--- src/hdl/uitf_pkg.sv ---
// shared types, constants and checksum helper for the udp/ipv4 transmit framer
package uitf_pkg;

    // header layout constants
    localparam int unsigned HDR_BYTES     = 28;
    localparam int unsigned HDR_IDX_W     = $clog2(HDR_BYTES);
    localparam int unsigned UDP_HDR_BYTES = 8;
    localparam logic [7:0]  VER_IHL       = 8'h45;
    localparam logic [7:0]  IP_TTL        = 8'hff;
    localparam logic [7:0]  PROTO_UDP     = 8'd17;
    localparam logic [15:0] PSEUDO_PROTO  = 16'h0011;

    // number of words the back end folds into the checksum per packet
    localparam int unsigned CK_TERMS  = 10;
    localparam int unsigned CK_STEP_W = $clog2(CK_TERMS + 1);

    // queue between front and back
    localparam int unsigned QUEUE_DEPTH = 4;
    localparam int unsigned QPTR_W      = $clog2(QUEUE_DEPTH);

    // field widths
    localparam int unsigned ADDR_W = 11;
    localparam int unsigned LEN_W  = 11;

    // configuration register indexes
    typedef enum logic [0:0] {
        CFG_MY_IP    = 1'b0,
        CFG_SRC_PORT = 1'b1
    } cfg_index_t;

    // one input item
    typedef struct packed {
        logic [31:0] dest_ip;
        logic [15:0] dest_port;
        logic [7:0]  data_byte;
        logic        byte_valid;
        logic        end_of_packet;
    } in_item_t;

    // one result item
    typedef struct packed {
        logic [ADDR_W-1:0] write_addr;
        logic [7:0]        write_byte;
        logic              packet_done;
        logic [LEN_W-1:0]  packet_length;
        logic              overflow;
    } out_item_t;

    // queue entry: a payload write, a packet end, or both
    typedef struct packed {
        logic              has_byte;
        logic              eop;
        logic [ADDR_W-1:0] addr;
        logic [7:0]        data;
        logic [31:0]       dest_ip;
        logic [15:0]       dest_port;
        logic [LEN_W-1:0]  plen;
        logic [15:0]       sum;
        logic [7:0]        held;
        logic              dropped;
    } q_entry_t;

    // one's complement 16-bit add with end-around carry
    function automatic logic [15:0] oc_add(input logic [15:0] a, input logic [15:0] b);
        logic [16:0] s;
        s = {1'b0, a} + {1'b0, b};
        return s[15:0] + {15'b0, s[16]};
    endfunction

endpackage

--- src/hdl/uitf_queue.sv ---
// small register queue between the classifying front and the writing back
module uitf_queue (
    input  logic              clk,
    input  logic              rst_n,
    input  logic              push,
    input  uitf_pkg::q_entry_t push_data,
    output logic              full,
    input  logic              pop,
    output uitf_pkg::q_entry_t pop_data,
    output logic              empty
);

    uitf_pkg::q_entry_t mem [uitf_pkg::QUEUE_DEPTH];

    logic [uitf_pkg::QPTR_W-1:0] wr_ptr_reg, wr_ptr_next;
    logic [uitf_pkg::QPTR_W-1:0] rd_ptr_reg, rd_ptr_next;
    logic [uitf_pkg::QPTR_W:0]   count_reg, count_next;

    assign full     = (count_reg == (uitf_pkg::QPTR_W + 1)'(uitf_pkg::QUEUE_DEPTH));
    assign empty    = (count_reg == '0);
    assign pop_data = mem[rd_ptr_reg];

    // pointer and fill count update
    always_comb
    begin
        wr_ptr_next = wr_ptr_reg;
        rd_ptr_next = rd_ptr_reg;
        count_next  = count_reg;
        if (push)
        begin
            wr_ptr_next = wr_ptr_reg + 1'b1;
        end
        if (pop)
        begin
            rd_ptr_next = rd_ptr_reg + 1'b1;
        end
        if (push && !pop)
        begin
            count_next = count_reg + 1'b1;
        end
        else if (pop && !push)
        begin
            count_next = count_reg - 1'b1;
        end
    end

    always_ff @(posedge clk or negedge rst_n)
    begin
        if (!rst_n)
        begin
            wr_ptr_reg <= '0;
            rd_ptr_reg <= '0;
            count_reg  <= '0;
        end
        else
        begin
            wr_ptr_reg <= wr_ptr_next;
            rd_ptr_reg <= rd_ptr_next;
            count_reg  <= count_next;
        end
    end

    // entry storage
    always_ff @(posedge clk)
    begin
        if (push)
        begin
            mem[wr_ptr_reg] <= push_data;
        end
    end

endmodule

--- src/hdl/uitf_front.sv ---
// front end: takes input transfers, numbers payload bytes and folds the payload checksum
module uitf_front #(
    parameter int MAX_PAYLOAD = 1472
) (
    input  logic               clk,
    input  logic               rst_n,
    input  logic               in_valid,
    output logic               in_ready,
    input  uitf_pkg::in_item_t in_data,
    input  logic               q_full,
    output logic               push,
    output uitf_pkg::q_entry_t push_data
);

    logic [15:0]                  sum_reg;
    logic [7:0]                   held_reg;
    logic                         odd_reg;
    logic [uitf_pkg::LEN_W-1:0]   count_reg;
    logic [31:0]                  dip_reg;
    logic [15:0]                  dport_reg;
    logic                         in_pkt_reg;
    logic                         drop_reg;

    logic                         accept;
    logic                         active;
    logic                         take_byte;
    logic [15:0]                  sum_next;
    logic [7:0]                   held_next;
    logic                         odd_next;
    logic [uitf_pkg::LEN_W-1:0]   count_next;
    logic                         drop_next;
    logic [31:0]                  dip_cur;
    logic [15:0]                  dport_cur;

    assign in_ready = !q_full;
    assign accept   = in_valid && !q_full;
    assign active   = in_data.byte_valid || in_data.end_of_packet;
    assign take_byte = in_data.byte_valid
                       && (count_reg < uitf_pkg::LEN_W'(MAX_PAYLOAD));

    // destination of the current packet, latched on its first item
    assign dip_cur   = in_pkt_reg ? dip_reg   : in_data.dest_ip;
    assign dport_cur = in_pkt_reg ? dport_reg : in_data.dest_port;

    // payload byte folding into big-endian words
    always_comb
    begin
        sum_next   = sum_reg;
        held_next  = held_reg;
        odd_next   = odd_reg;
        count_next = count_reg;
        if (take_byte)
        begin
            if (odd_reg)
            begin
                sum_next  = uitf_pkg::oc_add(sum_reg, {held_reg, in_data.data_byte});
                held_next = 8'h00;
                odd_next  = 1'b0;
            end
            else
            begin
                held_next = in_data.data_byte;
                odd_next  = 1'b1;
            end
            count_next = count_reg + 1'b1;
        end
        drop_next = drop_reg || (in_data.byte_valid && !take_byte);
    end

    // queue entry for this transfer
    assign push = accept && (take_byte || in_data.end_of_packet);

    always_comb
    begin
        push_data.has_byte  = take_byte;
        push_data.eop       = in_data.end_of_packet;
        push_data.addr      = uitf_pkg::ADDR_W'(uitf_pkg::HDR_BYTES) + count_reg;
        push_data.data      = in_data.data_byte;
        push_data.dest_ip   = dip_cur;
        push_data.dest_port = dport_cur;
        push_data.plen      = count_next;
        push_data.sum       = sum_next;
        push_data.held      = held_next;
        push_data.dropped   = drop_next;
    end

    // packet state
    always_ff @(posedge clk or negedge rst_n)
    begin
        if (!rst_n)
        begin
            sum_reg    <= '0;
            held_reg   <= '0;
            odd_reg    <= 1'b0;
            count_reg  <= '0;
            dip_reg    <= '0;
            dport_reg  <= '0;
            in_pkt_reg <= 1'b0;
            drop_reg   <= 1'b0;
        end
        else if (accept && active)
        begin
            if (in_data.end_of_packet)
            begin
                sum_reg    <= '0;
                held_reg   <= '0;
                odd_reg    <= 1'b0;
                count_reg  <= '0;
                in_pkt_reg <= 1'b0;
                drop_reg   <= 1'b0;
            end
            else
            begin
                sum_reg    <= sum_next;
                held_reg   <= held_next;
                odd_reg    <= odd_next;
                count_reg  <= count_next;
                in_pkt_reg <= 1'b1;
                drop_reg   <= drop_next;
            end
            dip_reg   <= dip_cur;
            dport_reg <= dport_cur;
        end
    end

endmodule

--- src/hdl/uitf_back.sv ---
// back end: drains the queue into buffer writes and builds the 28-byte header
module uitf_back (
    input  logic                clk,
    input  logic                rst_n,
    input  uitf_pkg::q_entry_t  q_data,
    input  logic                q_empty,
    output logic                pop,
    input  logic [31:0]         my_ip,
    input  logic [15:0]         src_port,
    output logic                out_valid,
    input  logic                out_ready,
    output uitf_pkg::out_item_t out_data
);

    typedef enum logic [1:0] {
        ST_FETCH = 2'b01,
        ST_HDR   = 2'b10
    } state_t;

    state_t                           state_reg, state_next;
    logic                             pay_sent_reg, pay_sent_next;
    logic                             out_valid_reg, out_valid_next;
    uitf_pkg::out_item_t              out_reg, out_next;
    logic [15:0]                      packet_id_reg, packet_id_next;
    logic [uitf_pkg::HDR_IDX_W-1:0]   hdr_idx_reg, hdr_idx_next;
    logic [uitf_pkg::CK_STEP_W-1:0]   step_reg, step_next;
    logic [15:0]                      sum_reg, sum_next;

    // packet descriptor held during the header burst
    logic [31:0]                      dip_reg;
    logic [15:0]                      dport_reg;
    logic [uitf_pkg::LEN_W-1:0]       plen_reg;
    logic [7:0]                       held_reg;
    logic                             dropped_reg;

    logic                             load_ok;
    logic [uitf_pkg::LEN_W-1:0]       total_len;
    logic [15:0]                      udp_len;
    logic [15:0]                      ck;
    logic [15:0]                      term;
    logic [7:0]                       hdr_byte;
    logic                             hdr_last;

    assign load_ok   = !out_valid_reg || out_ready;
    assign total_len = plen_reg + uitf_pkg::LEN_W'(uitf_pkg::HDR_BYTES);
    assign udp_len   = 16'(plen_reg) + 16'(uitf_pkg::UDP_HDR_BYTES);
    assign ck        = ~sum_reg;
    assign hdr_last  = (hdr_idx_reg == uitf_pkg::HDR_IDX_W'(uitf_pkg::HDR_BYTES - 1));

    assign out_valid = out_valid_reg;
    assign out_data  = out_reg;

    // checksum word for the current fold step
    always_comb
    begin
        unique case (step_reg)
            4'd0:    term = {held_reg, 8'h00};
            4'd1:    term = my_ip[31:16];
            4'd2:    term = my_ip[15:0];
            4'd3:    term = dip_reg[31:16];
            4'd4:    term = dip_reg[15:0];
            4'd5:    term = uitf_pkg::PSEUDO_PROTO;
            4'd6:    term = udp_len;
            4'd7:    term = src_port;
            4'd8:    term = dport_reg;
            4'd9:    term = udp_len;
            default: term = 16'h0000;
        endcase
    end

    // header byte at the current offset
    always_comb
    begin
        unique case (hdr_idx_reg)
            5'd0:    hdr_byte = uitf_pkg::VER_IHL;
            5'd2:    hdr_byte = 8'(total_len >> 8);
            5'd3:    hdr_byte = total_len[7:0];
            5'd4:    hdr_byte = packet_id_reg[15:8];
            5'd5:    hdr_byte = packet_id_reg[7:0];
            5'd8:    hdr_byte = uitf_pkg::IP_TTL;
            5'd9:    hdr_byte = uitf_pkg::PROTO_UDP;
            5'd12:   hdr_byte = my_ip[31:24];
            5'd13:   hdr_byte = my_ip[23:16];
            5'd14:   hdr_byte = my_ip[15:8];
            5'd15:   hdr_byte = my_ip[7:0];
            5'd16:   hdr_byte = dip_reg[31:24];
            5'd17:   hdr_byte = dip_reg[23:16];
            5'd18:   hdr_byte = dip_reg[15:8];
            5'd19:   hdr_byte = dip_reg[7:0];
            5'd20:   hdr_byte = src_port[15:8];
            5'd21:   hdr_byte = src_port[7:0];
            5'd22:   hdr_byte = dport_reg[15:8];
            5'd23:   hdr_byte = dport_reg[7:0];
            5'd24:   hdr_byte = udp_len[15:8];
            5'd25:   hdr_byte = udp_len[7:0];
            5'd26:   hdr_byte = ck[15:8];
            5'd27:   hdr_byte = ck[7:0];
            default: hdr_byte = 8'h00;
        endcase
    end

    // sequencer: payload writes, then header burst with checksum folding alongside
    always_comb
    begin
        state_next     = state_reg;
        pay_sent_next  = pay_sent_reg;
        out_valid_next = out_valid_reg && !out_ready;
        out_next       = out_reg;
        packet_id_next = packet_id_reg;
        hdr_idx_next   = hdr_idx_reg;
        step_next      = step_reg;
        sum_next       = sum_reg;
        pop            = 1'b0;

        unique case (state_reg)
            ST_FETCH:
            begin
                if (!q_empty && load_ok)
                begin
                    if (q_data.has_byte && !pay_sent_reg)
                    begin
                        out_valid_next         = 1'b1;
                        out_next.write_addr    = q_data.addr;
                        out_next.write_byte    = q_data.data;
                        out_next.packet_done   = 1'b0;
                        out_next.packet_length = '0;
                        out_next.overflow      = 1'b0;
                        if (q_data.eop)
                        begin
                            pay_sent_next = 1'b1;
                        end
                        else
                        begin
                            pop = 1'b1;
                        end
                    end
                    else
                    begin
                        pop           = 1'b1;
                        pay_sent_next = 1'b0;
                        hdr_idx_next  = '0;
                        step_next     = '0;
                        sum_next      = q_data.sum;
                        state_next    = ST_HDR;
                    end
                end
            end
            ST_HDR:
            begin
                if (step_reg != uitf_pkg::CK_STEP_W'(uitf_pkg::CK_TERMS))
                begin
                    sum_next  = uitf_pkg::oc_add(sum_reg, term);
                    step_next = step_reg + 1'b1;
                end
                if (load_ok)
                begin
                    out_valid_next         = 1'b1;
                    out_next.write_addr    = uitf_pkg::ADDR_W'(hdr_idx_reg);
                    out_next.write_byte    = hdr_byte;
                    out_next.packet_done   = hdr_last;
                    out_next.packet_length = hdr_last ? total_len : '0;
                    out_next.overflow      = hdr_last && dropped_reg;
                    hdr_idx_next           = hdr_idx_reg + 1'b1;
                    if (hdr_last)
                    begin
                        packet_id_next = packet_id_reg + 1'b1;
                        state_next     = ST_FETCH;
                    end
                end
            end
            default:
            begin
                state_next = ST_FETCH;
            end
        endcase
    end

    // control state
    always_ff @(posedge clk or negedge rst_n)
    begin
        if (!rst_n)
        begin
            state_reg     <= ST_FETCH;
            pay_sent_reg  <= 1'b0;
            out_valid_reg <= 1'b0;
            packet_id_reg <= '0;
            hdr_idx_reg   <= '0;
            step_reg      <= '0;
        end
        else
        begin
            state_reg     <= state_next;
            pay_sent_reg  <= pay_sent_next;
            out_valid_reg <= out_valid_next;
            packet_id_reg <= packet_id_next;
            hdr_idx_reg   <= hdr_idx_next;
            step_reg      <= step_next;
        end
    end

    // payload registers
    always_ff @(posedge clk)
    begin
        out_reg <= out_next;
        sum_reg <= sum_next;
        if (state_reg == ST_FETCH && pop && q_data.eop)
        begin
            dip_reg     <= q_data.dest_ip;
            dport_reg   <= q_data.dest_port;
            plen_reg    <= q_data.plen;
            held_reg    <= q_data.held;
            dropped_reg <= q_data.dropped;
        end
    end

endmodule

--- src/hdl/udp_ipv4_tx_framer_unit.sv ---
// top level of the udp/ipv4 transmit framer: configuration registers and the front, queue, back
//
//  channel | direction | handshake              | carries
//  --------+-----------+------------------------+------------------------------------
//  in      | input     | in_valid / in_ready    | in_item_t: destination, payload byte
//  out     | output    | out_valid / out_ready  | out_item_t: buffer write, packet end
//  cfg     | input     | cfg_wr_en (no wait)    | cfg_index, cfg_wdata
//
// payload bytes pass through the front and then the back and stream at one per cycle while
// out_ready holds; each packet end adds a 28-byte header burst after loading the descriptor.
// the checksum fold of the header words runs in the back alongside the first header bytes.
// the four-entry queue lets the front keep taking transfers while the back is in a burst.
// reset clears all control state; configuration registers reset to zero.
module udp_ipv4_tx_framer_unit #(
    parameter int MAX_PAYLOAD = 1472
) (
    input  logic                clk,
    input  logic                rst_n,
    input  logic                in_valid,
    output logic                in_ready,
    input  uitf_pkg::in_item_t  in_data,
    output logic                out_valid,
    input  logic                out_ready,
    output uitf_pkg::out_item_t out_data,
    input  logic                cfg_wr_en,
    input  logic [0:0]          cfg_index,
    input  logic [31:0]         cfg_wdata
);

    logic [31:0]        my_ip_reg;
    logic [15:0]        src_port_reg;

    logic               q_full;
    logic               q_empty;
    logic               q_push;
    logic               q_pop;
    uitf_pkg::q_entry_t q_push_data;
    uitf_pkg::q_entry_t q_pop_data;

    // configuration registers
    always_ff @(posedge clk or negedge rst_n)
    begin
        if (!rst_n)
        begin
            my_ip_reg    <= '0;
            src_port_reg <= '0;
        end
        else if (cfg_wr_en)
        begin
            unique case (uitf_pkg::cfg_index_t'(cfg_index))
                uitf_pkg::CFG_MY_IP:    my_ip_reg    <= cfg_wdata;
                uitf_pkg::CFG_SRC_PORT: src_port_reg <= cfg_wdata[15:0];
                default:                my_ip_reg    <= my_ip_reg;
            endcase
        end
    end

    // input side
    uitf_front #(
        .MAX_PAYLOAD (MAX_PAYLOAD)
    ) u_front (
        .clk       (clk),
        .rst_n     (rst_n),
        .in_valid  (in_valid),
        .in_ready  (in_ready),
        .in_data   (in_data),
        .q_full    (q_full),
        .push      (q_push),
        .push_data (q_push_data)
    );

    // decoupling queue
    uitf_queue u_queue (
        .clk       (clk),
        .rst_n     (rst_n),
        .push      (q_push),
        .push_data (q_push_data),
        .full      (q_full),
        .pop       (q_pop),
        .pop_data  (q_pop_data),
        .empty     (q_empty)
    );

    // output side
    uitf_back u_back (
        .clk       (clk),
        .rst_n     (rst_n),
        .q_data    (q_pop_data),
        .q_empty   (q_empty),
        .pop       (q_pop),
        .my_ip     (my_ip_reg),
        .src_port  (src_port_reg),
        .out_valid (out_valid),
        .out_ready (out_ready),
        .out_data  (out_data)
    );

endmodule
--- config.mk ---
export PLATFORM = sky130hd
export DESIGN_NAME = udp_ipv4_tx_framer_unit
export DESIGN_NICKNAME = d
export VERILOG_FILES = /design/src/hdl/uitf_pkg.sv /design/src/hdl/uitf_queue.sv /design/src/hdl/uitf_front.sv /design/src/hdl/uitf_back.sv /design/src/hdl/udp_ipv4_tx_framer_unit.sv
export SDC_FILE = /design/constraint.sdc
export NUM_CORES = 1
export LEC_CHECK = 0
export ABC_AREA = 0
export BUFFER_PORTS_ARGS = -buffer_cell sky130_fd_sc_hd__buf_2
export CORE_MARGIN = 3
export CORE_UTILIZATION = 40
export CTS_CLUSTER_SIZE = 16
export DETAILED_ROUTE_END_ITERATION = 10
export SYNTH_ARGS = -nofsm -noshare
export SYNTH_HDL_FRONTEND = slang
export SYNTH_SLANG_ARGS = --single-unit
--- constraint.sdc ---
create_clock -name clk -period 12.4 [get_ports clk]
set_input_delay 0 -clock clk [delete_from_list [all_inputs] [get_ports clk]]
set_output_delay 0 -clock clk [all_outputs]
set_load 0.005 [all_outputs]
==> impl_metrics.py <==
metrics = {
    "logic_synthesis": {
        "yosysSeqAreaShare_pct": 65.0,
        "synth_top_cells_by_count": "536 x edfxtp_1, 190 x nand2_1, 169 x dfrtp_1",
        "yosys.area_share.adder_pct": 2.59,
        "synthMuxAreaShare_pct": 13.2,
        "synth_top_family_by_area": "multiplexers",
        "postSynthCellCount": 2082,
        "synth_nets": 2241,
        "synth_flop_cell": "edfxtp_1",
        "synthMostInstantiatedCell": "edfxtp_1",
        "syn-cell-area_um2": 31300,
        "synth-seq-cells": 706,
        "synth_cell_type_count": 76,
        "synth_compound_gate_area_share_pct": 7.87,
        "synth_area_per_cell_um2": 15.0,
        "synthArstFlopShare_pct": 24.1,
        "ys.warnings.count": 0,
        "netlist.area_leader.share_pct": 51.4,
        "synth-xor-area-share_pct": 2.76,
        "synth_enable_flop_cells": 536,
        "yosys-top-cells-area": "edfxtp_1 51%, dfrtp_1 14%, mux4_2 7.6%",
        "simple_gate_share_of_the_synthesized_area_pct": 6.91,
        "synthDominantAreaCellType": "edfxtp_1",
    },
    "timing": {
        "final-setup-viol-count": 0,
        "max_slew.worst_pin.slew_ns": 1.12,
        "final.hold.worst_slack_ns": 0.0710,
        "final.min_clock_period_ns": 5.69,
        "timing.max_slew.rel_slack_pct": 25.3,
        "rsz0062_at_grt": "false",
        "fin_worst_skew_ns": 0.0317,
        "fin_crit_sh_pct": 45.9,
        "setup-tns-final_ns": 0,
        "hold_viol_final": 0,
        "max_freq_mhz": 176,
        "final-max-slew-violation-count": 0,
    },
    "detailed_routing": {
        "final_antenna_net_count": 0,
        "totalWireLength_um": 88300,
        "drc": 0,
        "dr.pass1.iters": 5,
        "via_cell_ratio": 5.58,
        "vias": 19100,
        "detail_route.wl_per_cell_um": 25.9,
        "initialDrtViolationCount": 2077,
    },
    "power": {
        "worst_ir_drop_vdd_mv": 0.110,
        "power_density_nw_per_um2": 238,
        "cellLeakagePower_nw": 13.3,
        "power_mw": 8.75,
    },
    "cells_and_area": {
        "final_layout_size_suffix_gt1_share_pct": 23.2,
        "register_with_the_most_flip_flops": "u_queue.mem",
        "final_net_count": 2480,
        "areaGrowthSynthToFinish_pct": 17.7,
        "fin_util_pct": 48.0,
        "largest_reg_flops": 420,
    },
    "setup_path": {
        "critical_path_top_delay_cell": "dfrtp_1",
        "timing.rr.end": "u_back.sum_reg[14]",
        "worst_setup_path_start_kind": "flop",
        "crit_required_ns": 12.72,
        "rrSetupSlack_ns": 6.71,
        "critical_path_cell_sequence": "nor2_1 > and2_0 > buf_4 > a22oi_1 > nand2_1 > a221oi_1 > o21ai_0 > ha_1 > a211o_1 > a211oi_1 > o21ai_0 > o31ai_1 > o21bai_1 > a21o_1 > ha_1 > ha_1 > nand2_1 > nor3_1 > nand4_1 > xor2_1 > o21ai_0",
        "critical_path_arrival_ns": 6.02,
        "cp_max_fo": 20,
        "setup_crit_path_kind": "flop to flop",
        "endpoint_kind": "flop",
        "r2r.worst_path.cells": 21,
        "r2r_start": "u_back.step_reg[2]",
        "max_stage_delay_ns": 0.71,
    },
    "die": {
        "initial_utilization_pct": 40.8,
        "die_width_um": 286,
        "floorplan.rows": 101,
        "die-area_um2": 81600,
        "floorplan.core_area_um2": 76700,
        "fp.dieH_um": 286,
        "io_pins": 130,
    },
    "clocking": {
        "numCtsBuffers": 75,
        "clock_sink_count": 706,
        "tritoncts": "built",
        "clock-root-buffer": "clkbuf_16",
        "cts_max_path_buffers": 3,
        "clock_latency_ns": 0.63,
        "clk_pin_slew_worst_paths_ns": 0.06,
        "cts-htree-levels": 3,
        "cts.repair_timing.setup_buffer_count": 0,
    },
    "global_route": {
        "grt_util_met3_pct": 3.93,
        "initial_antenna_violation_count": 6,
        "largest_net_degree_at_the_start_of_global_routing": 69,
        "top_usage_layer": "met2",
        "grt_pass1_vias": 19400,
        "all_layer_global_routing_usage_pct": 21.6,
        "global_route.usage.met1_pct": 29.8,
        "grt_pass1_wl_um": 130000,
        "grt_overflow": 0,
        "grt_util_met2_pct": 35.4,
    },
    "min_path": {
        "hold_path_end": "my_ip_reg[0]",
        "timing.hold.worst_path_depth": 3,
        "hold_path_class": "input pin to flop",
        "worstHoldStart": "cfg_wr_en",
    },
    "place": {
        "portBuffers": 129,
        "dp_hpwl_um": 61000,
        "last_weighted_congestion_value_of_the_routability_driven_placer": 0.968,
    },
    "run": {
        "max_cap_viol_count": 0,
    },
    "outcome": {
        "status": "complete, no violations",
    },
}
-- metrics by stage --
step	instances	setup slack, ns	instance area [um^2]
6_report	3415	6.71	36800
5_1_grt	3414	6.21	36800
4_1_cts	3414	6.71	36800
3_5_place_dp	3166	6.73	33100
3_3_place_gp	3166	6.82	33100
2_1_floorplan	2082	7.77	31300
-- cells by family after synthesis --
group | Yosys count
flip-flops | 706
AND/OR/NAND/NOR | 461
AO/OA/AOI/OAI | 360
multiplexers | 264
buffers and inverters | 131
XOR/XNOR | 97
adder cells (fa/ha/maj) | 63
-- cells in the final DEF (no fill, tap or decap), types with 11 or more instances in the layout --
| master | count |
|---|---|
| buf_4 | 23 |
| dfrtp_1 | 166 |
| and2_1 | 13 |
| buf_2 | 128 |
| inv_1 | 31 |
| a221oi_1 | 34 |
| clkbuf_16 | 77 |
| nand3b_1 | 12 |
| xor2_1 | 48 |
| and3_1 | 15 |
| a21o_1 | 12 |
| xnor2_1 | 48 |
| a21oi_1 | 44 |
| o21ai_0 | 114 |
| nor3_1 | 18 |
| a22o_1 | 28 |
| nand3_1 | 47 |
| nor2_1 | 88 |
| ha_1 | 60 |
| clkbuf_1 | 16 |
| mux4_2 | 105 |
| nand2_1 | 190 |
| a22oi_1 | 41 |
| nand4_1 | 18 |
| dlygate4sd3_1 | 107 |
| mux2_2 | 150 |
| bufinv_16 | 11 |
| edfxtp_1 | 536 |
-- power by group --
part | internal (mW) | leakage, nW | switching (mW)
clock network | 1.43 | 1.29 | 0.932
registers | 3.36 | 7.02 | 0.428
logic | 1.10 | 5.02 | 1.50
total | 5.89 | 13.3 | 2.86
-- worst max path at each step --
stage	cells after the start	from	slack, ns	to
after global routing	21	u_back.step_reg[2]	6.21	u_back.sum_reg[14]
after floorplan	4	u_queue.rd_ptr_reg[0]	7.77	u_back.dip_reg[0]
after CTS	21	u_back.step_reg[2]	6.71	u_back.sum_reg[14]
after detailed placement	21	u_back.step_reg[2]	6.73	u_back.sum_reg[14]
after global placement	21	u_back.step_reg[2]	6.82	u_back.sum_reg[14]
final	21	u_back.step_reg[2]	6.71	u_back.sum_reg[14]
-- per-layer routing --
layer | up-vias | share of wire, %
li1 | 8552 | -
met1 | 9782 | 43
met2 | 586 | 48
met3 | 129 | 5.8
met4 | 2 | 2.4
met5 | - | 0.015
-- layout make-up --
class | count | area (um^2)
fillers | 6593 | 39900
multi-input cells | 1245 | 10500
repair buffers | 260 | 1920
well taps | 1030 | 1290
flip-flops and latches | 706 | 20400
clock buffers | 100 | 2080
clock inverters | 40 | 581
diodes | 1 | 2.50
inverters | 33 | 124
-- critical path: cells and delay by family, from the launching register on --
| family | cells | cell delay [ns] |
|---|---|---|
| compound gates | 10 | 2.44 |
| xor+xnor | 1 | 0.16 |
| fa+ha+maj | 3 | 0.85 |
| buf+inv | 1 | 0.27 |
| flops | 1 | 0.71 |
| simple gates | 6 | 0.94 |
-- timing repair --
action	CTS	global route
resized for setup	0	0
endpoints found under the hold margin	408	0
hold buffers	108	0
Note: power is estimated with default switching activity, not from simulation.
